===== src/dtk_fifo.sv =====
// small register queue with push/full and pop/empty sides
`timescale 1ns / 1ps
module dtk_fifo #(
  parameter int unsigned WIDTH = 8,
  parameter int unsigned DEPTH = 2,
  localparam int unsigned PW = $clog2(DEPTH),
  localparam int unsigned CW = $clog2(DEPTH + 1)
) (
  input  logic             clk,
  input  logic             rst,
  input  logic             push,
  output logic             full,
  input  logic [WIDTH-1:0] wdata,
  input  logic             pop,
  output logic             empty,
  output logic [WIDTH-1:0] rdata
);

  logic [WIDTH-1:0] slots [DEPTH];
  logic [PW-1:0]    wr_ptr;
  logic [PW-1:0]    rd_ptr;
  logic [CW-1:0]    count;
  logic             do_push;
  logic             do_pop;

  assign full    = (count == CW'(DEPTH));
  assign empty   = (count == '0);
  assign do_push = push && !full;
  assign do_pop  = pop && !empty;
  assign rdata   = slots[rd_ptr];

  always_ff @(posedge clk) begin
    if (do_push) begin
      slots[wr_ptr] <= wdata;
    end
  end

  always_ff @(posedge clk) begin
    if (rst) begin
      wr_ptr <= '0;
      rd_ptr <= '0;
      count  <= '0;
    end else begin
      if (do_push) begin
        wr_ptr <= (wr_ptr == PW'(DEPTH - 1)) ? '0 : wr_ptr + 1'b1;
      end
      if (do_pop) begin
        rd_ptr <= (rd_ptr == PW'(DEPTH - 1)) ? '0 : rd_ptr + 1'b1;
      end
      if (do_push && !do_pop) begin
        count <= count + 1'b1;
      end else if (do_pop && !do_push) begin
        count <= count - 1'b1;
      end
    end
  end

endmodule


===== config.mk =====
export PLATFORM = sky130hd
export DESIGN_NAME = dtk_fifo
export DESIGN_NICKNAME = d
export VERILOG_FILES = /design/src/dtk_fifo.sv
export SDC_FILE = /design/constraint.sdc
export NUM_CORES = 1
export LEC_CHECK = 0
export BUFFER_PORTS_ARGS = -buffer_cell sky130_fd_sc_hd__buf_2
export CAP_MARGIN = 10
export CORE_MARGIN = 5
export CORE_UTILIZATION = 40
export CTS_BUF_LIST = sky130_fd_sc_hd__clkbuf_2 sky130_fd_sc_hd__clkbuf_4 sky130_fd_sc_hd__clkbuf_8
export DETAILED_ROUTE_END_ITERATION = 8
export PLACE_DENSITY = 0.7
export RECOVER_POWER = 50
export SLEW_MARGIN = 20
export SYNTH_ARGS = -nofsm -noshare
export SYNTH_HDL_FRONTEND = slang
export SYNTH_SLANG_ARGS = --single-unit

===== constraint.sdc =====
create_clock -name clk -period 2 [get_ports clk]
set_input_delay 0 -clock clk [delete_from_list [all_inputs] [get_ports clk]]
set_output_delay 0 -clock clk [all_outputs]
set_load 0.005 [all_outputs]

==> impl_metrics.prom, run 1 <==
# TYPE chip_impl_metric gauge
chip_impl_info{name="status",value="completed"} 1
chip_impl_metric{name="area_share_of_fa_ha_maj_cells_after_synthesis",unit="%"} 1.58
chip_impl_metric{name="grt_max_degree",unit=""} 14
chip_impl_metric{name="synthCells",unit=""} 50
chip_impl_metric{name="clkSlewWorstSetupHoldPaths",unit="ns"} 0.11
chip_impl_metric{name="area.sequential",unit="um^2"} 581
chip_impl_metric{name="setup_viol",unit=""} 0
chip_impl_metric{name="r2r_cells",unit=""} 5
chip_impl_metric{name="period_share",unit="%"} 80.1
chip_impl_metric{name="grt_overflow",unit=""} 0
chip_impl_metric{name="routed_wirelength",unit="um"} 1270
chip_impl_metric{name="synth_enable_flop_cells",unit=""} 16
chip_impl_info{name="crit_type",value="reg -> reg"} 1
chip_impl_metric{name="antenna_left",unit=""} 0
chip_impl_metric{name="avgSynthCellArea",unit="um^2"} 15.9
chip_impl_info{name="timing.rr.start",value="count[1]$_SDFFE_PP0P_"} 1
chip_impl_metric{name="synthDominantCellAreaShare",unit="%"} 60.6
chip_impl_metric{name="timing.reg2reg.setup_slack",unit="ns"} 0.40
chip_impl_info{name="cp_launch_type",value="register"} 1
chip_impl_info{name="ctsRootBufferMaster",value="clkbuf_4"} 1
chip_impl_info{name="postSynth.topFlopCell",value="edfxtp_1"} 1
chip_impl_info{name="synth.area.top_cells",value="edfxtp_1 (61%), dfxtp_1 (13%), mux2_2 (11%)"} 1
chip_impl_metric{name="cells_on_worst_hold_path",unit=""} 4
chip_impl_metric{name="timing.fmax",unit="GHz"} 0.624
chip_impl_info{name="min_from",value="push"} 1
chip_impl_metric{name="global_route.usage.met3",unit="%"} 2.45
chip_impl_metric{name="gr-usage-met2",unit="%"} 20.1
chip_impl_info{name="top_count_cell_post_synth",value="edfxtp_1"} 1
chip_impl_metric{name="synthXorXnorAreaFrac",unit="%"} 3.31
chip_impl_info{name="tritoncts",value="built"} 1
chip_impl_metric{name="floorplan.io_pins",unit=""} 22
chip_impl_metric{name="yosys_warnings",unit=""} 0
chip_impl_metric{name="detailedPlacementHpwl",unit="um"} 936
chip_impl_metric{name="drc",unit=""} 0
chip_impl_info{name="timing.rr.end",value="count[1]$_SDFFE_PP0P_"} 1
chip_impl_metric{name="global_route_wire_length_before_repair",unit="um"} 2160
chip_impl_metric{name="vias",unit=""} 505
chip_impl_info{name="synth_top_family_by_area",value="multiplexers"} 1
chip_impl_metric{name="syn_to_final_growth",unit="%"} 30.9
chip_impl_metric{name="clk_latency",unit="ns"} 0.30
chip_impl_metric{name="n_fill_cell",unit=""} 184
chip_impl_info{name="grt_most_used_layer",value="met2"} 1
chip_impl_metric{name="grt.met1_usage",unit="%"} 10.7
chip_impl_metric{name="crit_arrival",unit="ns"} 1.84
chip_impl_metric{name="final_design_area_no_fill",unit="mm^2"} 0.00104
chip_impl_metric{name="area_of_the_multi_input_gates",unit="um^2"} 198
chip_impl_metric{name="synth_compound_gate_area_share",unit="%"} 3.15
chip_impl_metric{name="finalClockSkew",unit="ns"} 0.00493
chip_impl_metric{name="post_synth_mux_area_share",unit="%"} 11.4
chip_impl_metric{name="synth_seq_cells",unit=""} 21
chip_impl_metric{name="ctsLongestPathBuffers",unit=""} 2
chip_impl_metric{name="p_per_area",unit="mW/mm^2"} 1090
chip_impl_metric{name="initial_drt_markers",unit=""} 4
chip_impl_metric{name="peak_supply_drop",unit="mV"} 0.682
chip_impl_metric{name="num-nets-final",unit=""} 97
chip_impl_metric{name="drive_gt1_share",unit="%"} 33.7
chip_impl_metric{name="syn_nets",unit=""} 63
chip_impl_metric{name="number_of_antenna_violations_at_the_first_check_in_global_routing",unit=""} 0
chip_impl_metric{name="buffer_ports.inserted",unit=""} 21
chip_impl_metric{name="maxSlewHeadroom",unit="%"} 74.5
chip_impl_metric{name="std_cell_rows",unit=""} 16
chip_impl_metric{name="clock_tree.htree_level_count",unit=""} 1
chip_impl_metric{name="fin_setup_tns",unit="ns"} 0
chip_impl_metric{name="post_synth_instance_area",unit="um^2"} 793
chip_impl_metric{name="post_cts.repair.setup_buffers",unit=""} 0
chip_impl_metric{name="synth-async-reset-ratio",unit="%"} 0
chip_impl_metric{name="worst_ep_required_time",unit="ns"} 2.24
chip_impl_metric{name="avgRoutedWirePerCell",unit="um"} 11.5
chip_impl_info{name="worst_case_hold_path_end_point",value="wr_ptr$_SDFFE_PP0N_"} 1
chip_impl_metric{name="synth_seq_area_share",unit="%"} 73.2
chip_impl_metric{name="count_of_pins_over_their_slew_limit",unit=""} 0
chip_impl_metric{name="core_region_area",unit="mm^2"} 0.00192
chip_impl_metric{name="antenna_diode_count",unit=""} 0
chip_impl_metric{name="track_usage",unit="%"} 10.4
chip_impl_metric{name="final.min_clock_period",unit="ns"} 1.60
chip_impl_info{name="yosysTopAreaCell",value="edfxtp_1"} 1
chip_impl_info{name="crit_path_capture_type",value="register"} 1
chip_impl_info{name="hp-class",value="in -> reg"} 1
chip_impl_metric{name="worstMarginPinSlew",unit="ns"} 0.382
chip_impl_metric{name="cts_inserted_buffers",unit=""} 3
chip_impl_metric{name="cellLeakagePower",unit="nW"} 0.401
chip_impl_metric{name="vias_per_cell",unit=""} 4.59
chip_impl_info{name="synth_top_cells_by_count",value="edfxtp_1 (16), mux2_2 (8), dfxtp_1 (5), nor2_1 (5)"} 1
chip_impl_metric{name="total_die_area",unit="mm^2"} 0.00297
chip_impl_metric{name="placed_area",unit="um^2"} 927
chip_impl_metric{name="synth.distinct_cells",unit=""} 13
chip_impl_metric{name="firstDrtPassIters",unit=""} 3
chip_impl_metric{name="cts_num_sinks",unit=""} 21
chip_impl_metric{name="die-height",unit="um"} 54.5
chip_impl_metric{name="worst-path-max-fanout",unit=""} 5
chip_impl_metric{name="simple_gate_share_of_the_synthesized_area",unit="%"} 5.84
chip_impl_info{name="rsz0062_at_grt",value="no"} 1
chip_impl_metric{name="vias_in_the_first_global_route",unit=""} 549
chip_impl_metric{name="place_congestion",unit=""} 0.645
chip_impl_metric{name="timing.max_cap.violations",unit=""} 0
chip_impl_metric{name="start_util",unit="%"} 41.3
chip_impl_metric{name="hold_viol",unit=""} 0
chip_impl_metric{name="die-width",unit="um"} 54.5
per-stage QoR:
stage	utilization (%)	setup slack, ns	instances	hold slack, ns	power [W]
after floorplan	-	0.545	50	0.0691	0.000821
after global placement	48.2	0.513	97	0.189	0.000929
after detailed placement	48.2	0.474	97	0.194	0.000940
after CTS	54.5	0.441	110	0.0881	0.00115
after global routing	54.0	0.237	110	0.143	0.00122
final	54.0	0.399	110	0.0954	0.00113
power breakdown:
part | switching, W | internal, W | total (W) | leakage (nW)
registers | 0.0000556 | 0.000557 | 0.000612 | 0.191
clock network | 0.000122 | 0.0000760 | 0.000198 | 0.0139
logic | 0.000146 | 0.000174 | 0.000320 | 0.196
metal layers:
layer | up-vias | part of all wire, %
li1 | 247 | -
met1 | 240 | 42
met2 | 16 | 52
met3 | 2 | 5.7
met4 | 0 | 0.71
met5 | - | 0
registers in the layout, summed over array words and instances (netlist names), named ones only:
| name | flops |
|---|---|
| slots | 16 |
| count | 2 |
| rd_ptr | 1 |
| wr_ptr | 1 |
worst max-delay path, cell delays in order, from the launching register on:
cell and delay, ns:
dfxtp_1 0.39, nor2b_1 0.24, nor2_1 0.08, ha_1 0.31, or3_1 0.38, a21oi_1 0.14
area by class of cell:
cell class,instances,share of cell area [%]
timing repair buffer,30,18.2
sequential,21,55.9
multi-input combinational,26,19.0
tap,27,3.25
clock buffer,3,2.17
inverter,2,0.723
clock inverter,1,0.723
repair_timing:
action	CTS	global route
hold buffers	9	0
gates resized for setup	0	0
endpoints found under the hold margin	21	0
cells by family (layout without fill, tap and decap cells):
kind of cell / Yosys count / after routing
buffers and inverters: 3 / 36
multiplexers: 8 / 8
AO/OA/AOI/OAI: 5 / 5
XOR/XNOR: 3 / 3
AND/OR/NAND/NOR: 9 / 9
adder cells (fa/ha/maj): 1 / 1
flip-flops: 21 / 21
layout by cell type, fill, tap and decap left out, drive strengths merged:
cell type and count:
o21ai 3, ha 1, dlygate4sd3 9, and2 1
nor2b 1, inv 2, or3 2, edfxtp 16
clkbuf 8, nor2 5, buf 16, a21oi 2
clkinvlp 1, xor2 3, dfxtp 5, mux2 8
worst max-delay path by stage:
stage                                      from                    end  slack [ns]
after floorplan           count[0]$_SDFFE_PP0P_  count[1]$_SDFFE_PP0P_        0.54
after global placement    count[0]$_SDFFE_PP0P_  count[1]$_SDFFE_PP0P_        0.51
after detailed placement  count[0]$_SDFFE_PP0P_  count[1]$_SDFFE_PP0P_        0.47
after CTS                 count[0]$_SDFFE_PP0P_  count[1]$_SDFFE_PP0P_        0.44
after global routing      count[1]$_SDFFE_PP0P_  count[1]$_SDFFE_PP0P_        0.24
final                     count[1]$_SDFFE_PP0P_  count[1]$_SDFFE_PP0P_        0.40
(Power assumes the default switching activity.)
==> run 2, diff against run 1 <==
clock period = 1.5 ns   (was 2 ns; I/O delays follow)
==> run 2 against run 1 <==
Against the previous run: clock-buffer cell count stayed put; sequential cell count stayed put; highest routed layer is now met3; cell area is 3.9% higher; critical path depth stayed put; global-route usage is 1.4 points lower; fmax is 11% higher; setup slack worse by 0.34 ns.
==> impl_metrics.prom, run 2 (synthesis gave the netlist of run 1 again) <==
# TYPE chip_impl_metric gauge
chip_impl_metric{name="maxSlewHeadroom",unit="%"} 74.1
chip_impl_metric{name="antenna_diode_count",unit=""} 0
chip_impl_metric{name="r2r_cells",unit=""} 5
chip_impl_metric{name="routed_wirelength",unit="um"} 1310
chip_impl_metric{name="vias_in_the_first_global_route",unit=""} 485
chip_impl_metric{name="num-nets-final",unit=""} 99
chip_impl_metric{name="path_depth",unit=""} 5
chip_impl_metric{name="fin_setup_tns",unit="ns"} 0
chip_impl_info{name="timing.rr.start",value="count[1]$_SDFFE_PP0P_"} 1
chip_impl_metric{name="avgRoutedWirePerCell",unit="um"} 11.7
chip_impl_metric{name="hold_viol",unit=""} 0
chip_impl_metric{name="slowest_delay",unit="ns"} 0.36
chip_impl_metric{name="core_region_area",unit="mm^2"} 0.00192
chip_impl_metric{name="firstDrtPassIters",unit=""} 4
chip_impl_metric{name="vias_per_cell",unit=""} 4.48
chip_impl_info{name="tritoncts",value="built"} 1
chip_impl_info{name="timing.rr.end",value="count[1]$_SDFFE_PP0P_"} 1
chip_impl_info{name="layout.cells.most_common",value="buf_2"} 1
chip_impl_info{name="critical_path.cell_chain",value="nor2b_4 > nor2_2 > ha_2 > or3_1 > a21oi_1"} 1
chip_impl_metric{name="antenna_left",unit=""} 0
chip_impl_metric{name="start_util",unit="%"} 41.3
chip_impl_metric{name="global_route_wire_length_before_repair",unit="um"} 1840
chip_impl_metric{name="buffer_ports.inserted",unit=""} 21
chip_impl_metric{name="grt_overflow",unit=""} 0
chip_impl_metric{name="total_die_area",unit="mm^2"} 0.00297
chip_impl_info{name="min_from",value="push"} 1
chip_impl_metric{name="vias",unit=""} 502
chip_impl_metric{name="die-height",unit="um"} 54.5
chip_impl_info{name="timing.critical_path.slowest_stage_cell",value="dfxtp_2"} 1
chip_impl_metric{name="die-width",unit="um"} 54.5
chip_impl_metric{name="drive_gt1_share",unit="%"} 48.2
chip_impl_metric{name="worstMarginPinSlew",unit="ns"} 0.389
chip_impl_info{name="reg_top3",value="slots: 16 flops, count: 2 flops"} 1
chip_impl_metric{name="p_per_area",unit="mW/mm^2"} 1460
chip_impl_info{name="top_layer_used",value="met3"} 1
chip_impl_info{name="crit_path_capture_type",value="register"} 1
chip_impl_metric{name="track_usage",unit="%"} 9.04
chip_impl_metric{name="timing.max_cap.violations",unit=""} 0
chip_impl_info{name="hp-class",value="in -> reg"} 1
chip_impl_metric{name="initial_drt_markers",unit=""} 8
chip_impl_metric{name="routed-wl-met3",unit="um"} 100
chip_impl_metric{name="route.layer.met1.wl",unit="um"} 544
chip_impl_metric{name="peak_supply_drop",unit="mV"} 0.911
chip_impl_metric{name="count_of_pins_over_their_slew_limit",unit=""} 0
chip_impl_metric{name="drc",unit=""} 0
chip_impl_info{name="crit_type",value="reg -> reg"} 1
chip_impl_metric{name="dp_slack",unit="ns"} 0.0107
chip_impl_metric{name="clock_tree.htree_level_count",unit=""} 1
chip_impl_metric{name="clk_latency",unit="ns"} 0.29
chip_impl_info{name="worst_case_hold_path_end_point",value="wr_ptr$_SDFFE_PP0N_"} 1
chip_impl_metric{name="number_of_antenna_violations_at_the_first_check_in_global_routing",unit=""} 0
chip_impl_info{name="final_cell_mix",value="buf_2 (21), edfxtp_1 (16), dlygate4sd3_1 (9)"} 1
chip_impl_metric{name="route.met2.wl",unit="um"} 669
chip_impl_metric{name="cells_on_worst_hold_path",unit=""} 4
chip_impl_metric{name="worst_ep_required_time",unit="ns"} 1.72
chip_impl_metric{name="period_share",unit="%"} 96.0
chip_impl_info{name="ctsRootBufferMaster",value="clkbuf_4"} 1
chip_impl_info{name="rsz0062_at_grt",value="no"} 1
chip_impl_metric{name="setup_viol",unit=""} 0
chip_impl_metric{name="crit_arrival",unit="ns"} 1.66
chip_impl_metric{name="detailedPlacementHpwl",unit="um"} 904
chip_impl_metric{name="worst-path-max-fanout",unit=""} 5
chip_impl_metric{name="std_cell_rows",unit=""} 16
chip_impl_metric{name="final.min_clock_period",unit="ns"} 1.44
chip_impl_metric{name="place_congestion",unit=""} 0.686
chip_impl_metric{name="syn_to_final_growth",unit="%"} 36.0
chip_impl_metric{name="ctsLongestPathBuffers",unit=""} 2
chip_impl_metric{name="finalWorstSetupSlack",unit="ns"} 0.0598
chip_impl_metric{name="largest_register_ffs",unit=""} 16
chip_impl_metric{name="n_fill_cell",unit=""} 173
chip_impl_metric{name="total_power",unit="W"} 0.00157
chip_impl_metric{name="grt_max_degree",unit=""} 13
chip_impl_metric{name="finalClockSkew",unit="ns"} 0.00919
chip_impl_metric{name="critPathBufInv",unit=""} 0
chip_impl_metric{name="cts_inserted_buffers",unit=""} 3
chip_impl_metric{name="cellLeakagePower",unit="nW"} 0.430
chip_impl_info{name="cp_launch_type",value="register"} 1
chip_impl_info{name="status",value="completed"} 1
chip_impl_metric{name="timing.reg2reg.setup_slack",unit="ns"} 0.06
chip_impl_info{name="registers.top_by_ff_count",value="slots"} 1
chip_impl_info{name="cp_top_family",value="simple AND/OR/NAND/NOR gates"} 1
chip_impl_metric{name="timing.fmax",unit="GHz"} 0.694
chip_impl_metric{name="cts_num_sinks",unit=""} 21
chip_impl_metric{name="floorplan.io_pins",unit=""} 22
chip_impl_metric{name="clkSlewWorstSetupHoldPaths",unit="ns"} 0.11
==> run 2: repair_timing <==
| action | CTS | global route |
|---|---|---|
| setup endpoints to repair | 1 | 1 |
| pin swaps | 0 | 0 |
| buffers inserted | 0 | 0 |
| resized for setup | 2 | 6 |
| hold buffers | 9 | 0 |
| endpoints found under the hold margin | 21 | 0 |
==> run 2: area by class of cell <==
class                           instances  area, um^2  share of cell area [%]
Inverter                                2        7.51                   0.696
Clock buffer                            3        22.5                    2.09
Clock inverter                          1        5.00                   0.464
Tap cell                               27        33.8                    3.13
Timing Repair Buffer                   32         210                    19.5
Sequential cell                        21         586                    54.3
Multi-Input combinational cell         26         214                    19.8
==> run 2: worst min-delay path: stages <==
cell,delay (ns)
buf_2,0.10
inv_1,0.08
or3_1,0.13
a21oi_1,0.06
==> run 2: worst max path at each step <==
stage | from | endpoint | slack, ns
after global placement | count[1]$_SDFFE_PP0P_ | count[1]$_SDFFE_PP0P_ | 0.05
after global routing | count[1]$_SDFFE_PP0P_ | count[1]$_SDFFE_PP0P_ | 0.006
after floorplan | count[0]$_SDFFE_PP0P_ | count[1]$_SDFFE_PP0P_ | 0.04
after CTS | count[1]$_SDFFE_PP0P_ | count[1]$_SDFFE_PP0P_ | 0.03
final | count[1]$_SDFFE_PP0P_ | count[1]$_SDFFE_PP0P_ | 0.06
after detailed placement | count[1]$_SDFFE_PP0P_ | count[1]$_SDFFE_PP0P_ | 0.01
==> run 2: metal layers <==
layer,global-route usage [%],vias to the layer above
met4,4.98,0
met2,16.1,16
li1,-,253
met3,3.00,0
met5,0,-
met1,9.17,233
==> run 2: per-stage QoR <==
step / hold WS [ns] / instance area [um^2] / instances / util, %
2_1_floorplan: 0.0691 / 793 / 50 / -
3_3_place_gp: 0.190 / 942 / 99 / 49.0
3_5_place_dp: 0.192 / 942 / 99 / 49.0
4_1_cts: 0.0793 / 1060 / 112 / 55.3
5_1_grt: 0.116 / 1080 / 112 / 56.1
6_report: 0.117 / 1080 / 112 / 56.1
==> run 2: power breakdown <==
group	total (W)	internal (W)	switching (W)	leakage, nW
Clock	0.000252	0.0000991	0.000153	0.0177
Combinational	0.000482	0.000283	0.000199	0.220
Sequential	0.000839	0.000752	0.0000876	0.192
Total	0.00157	0.00113	0.000439	0.430
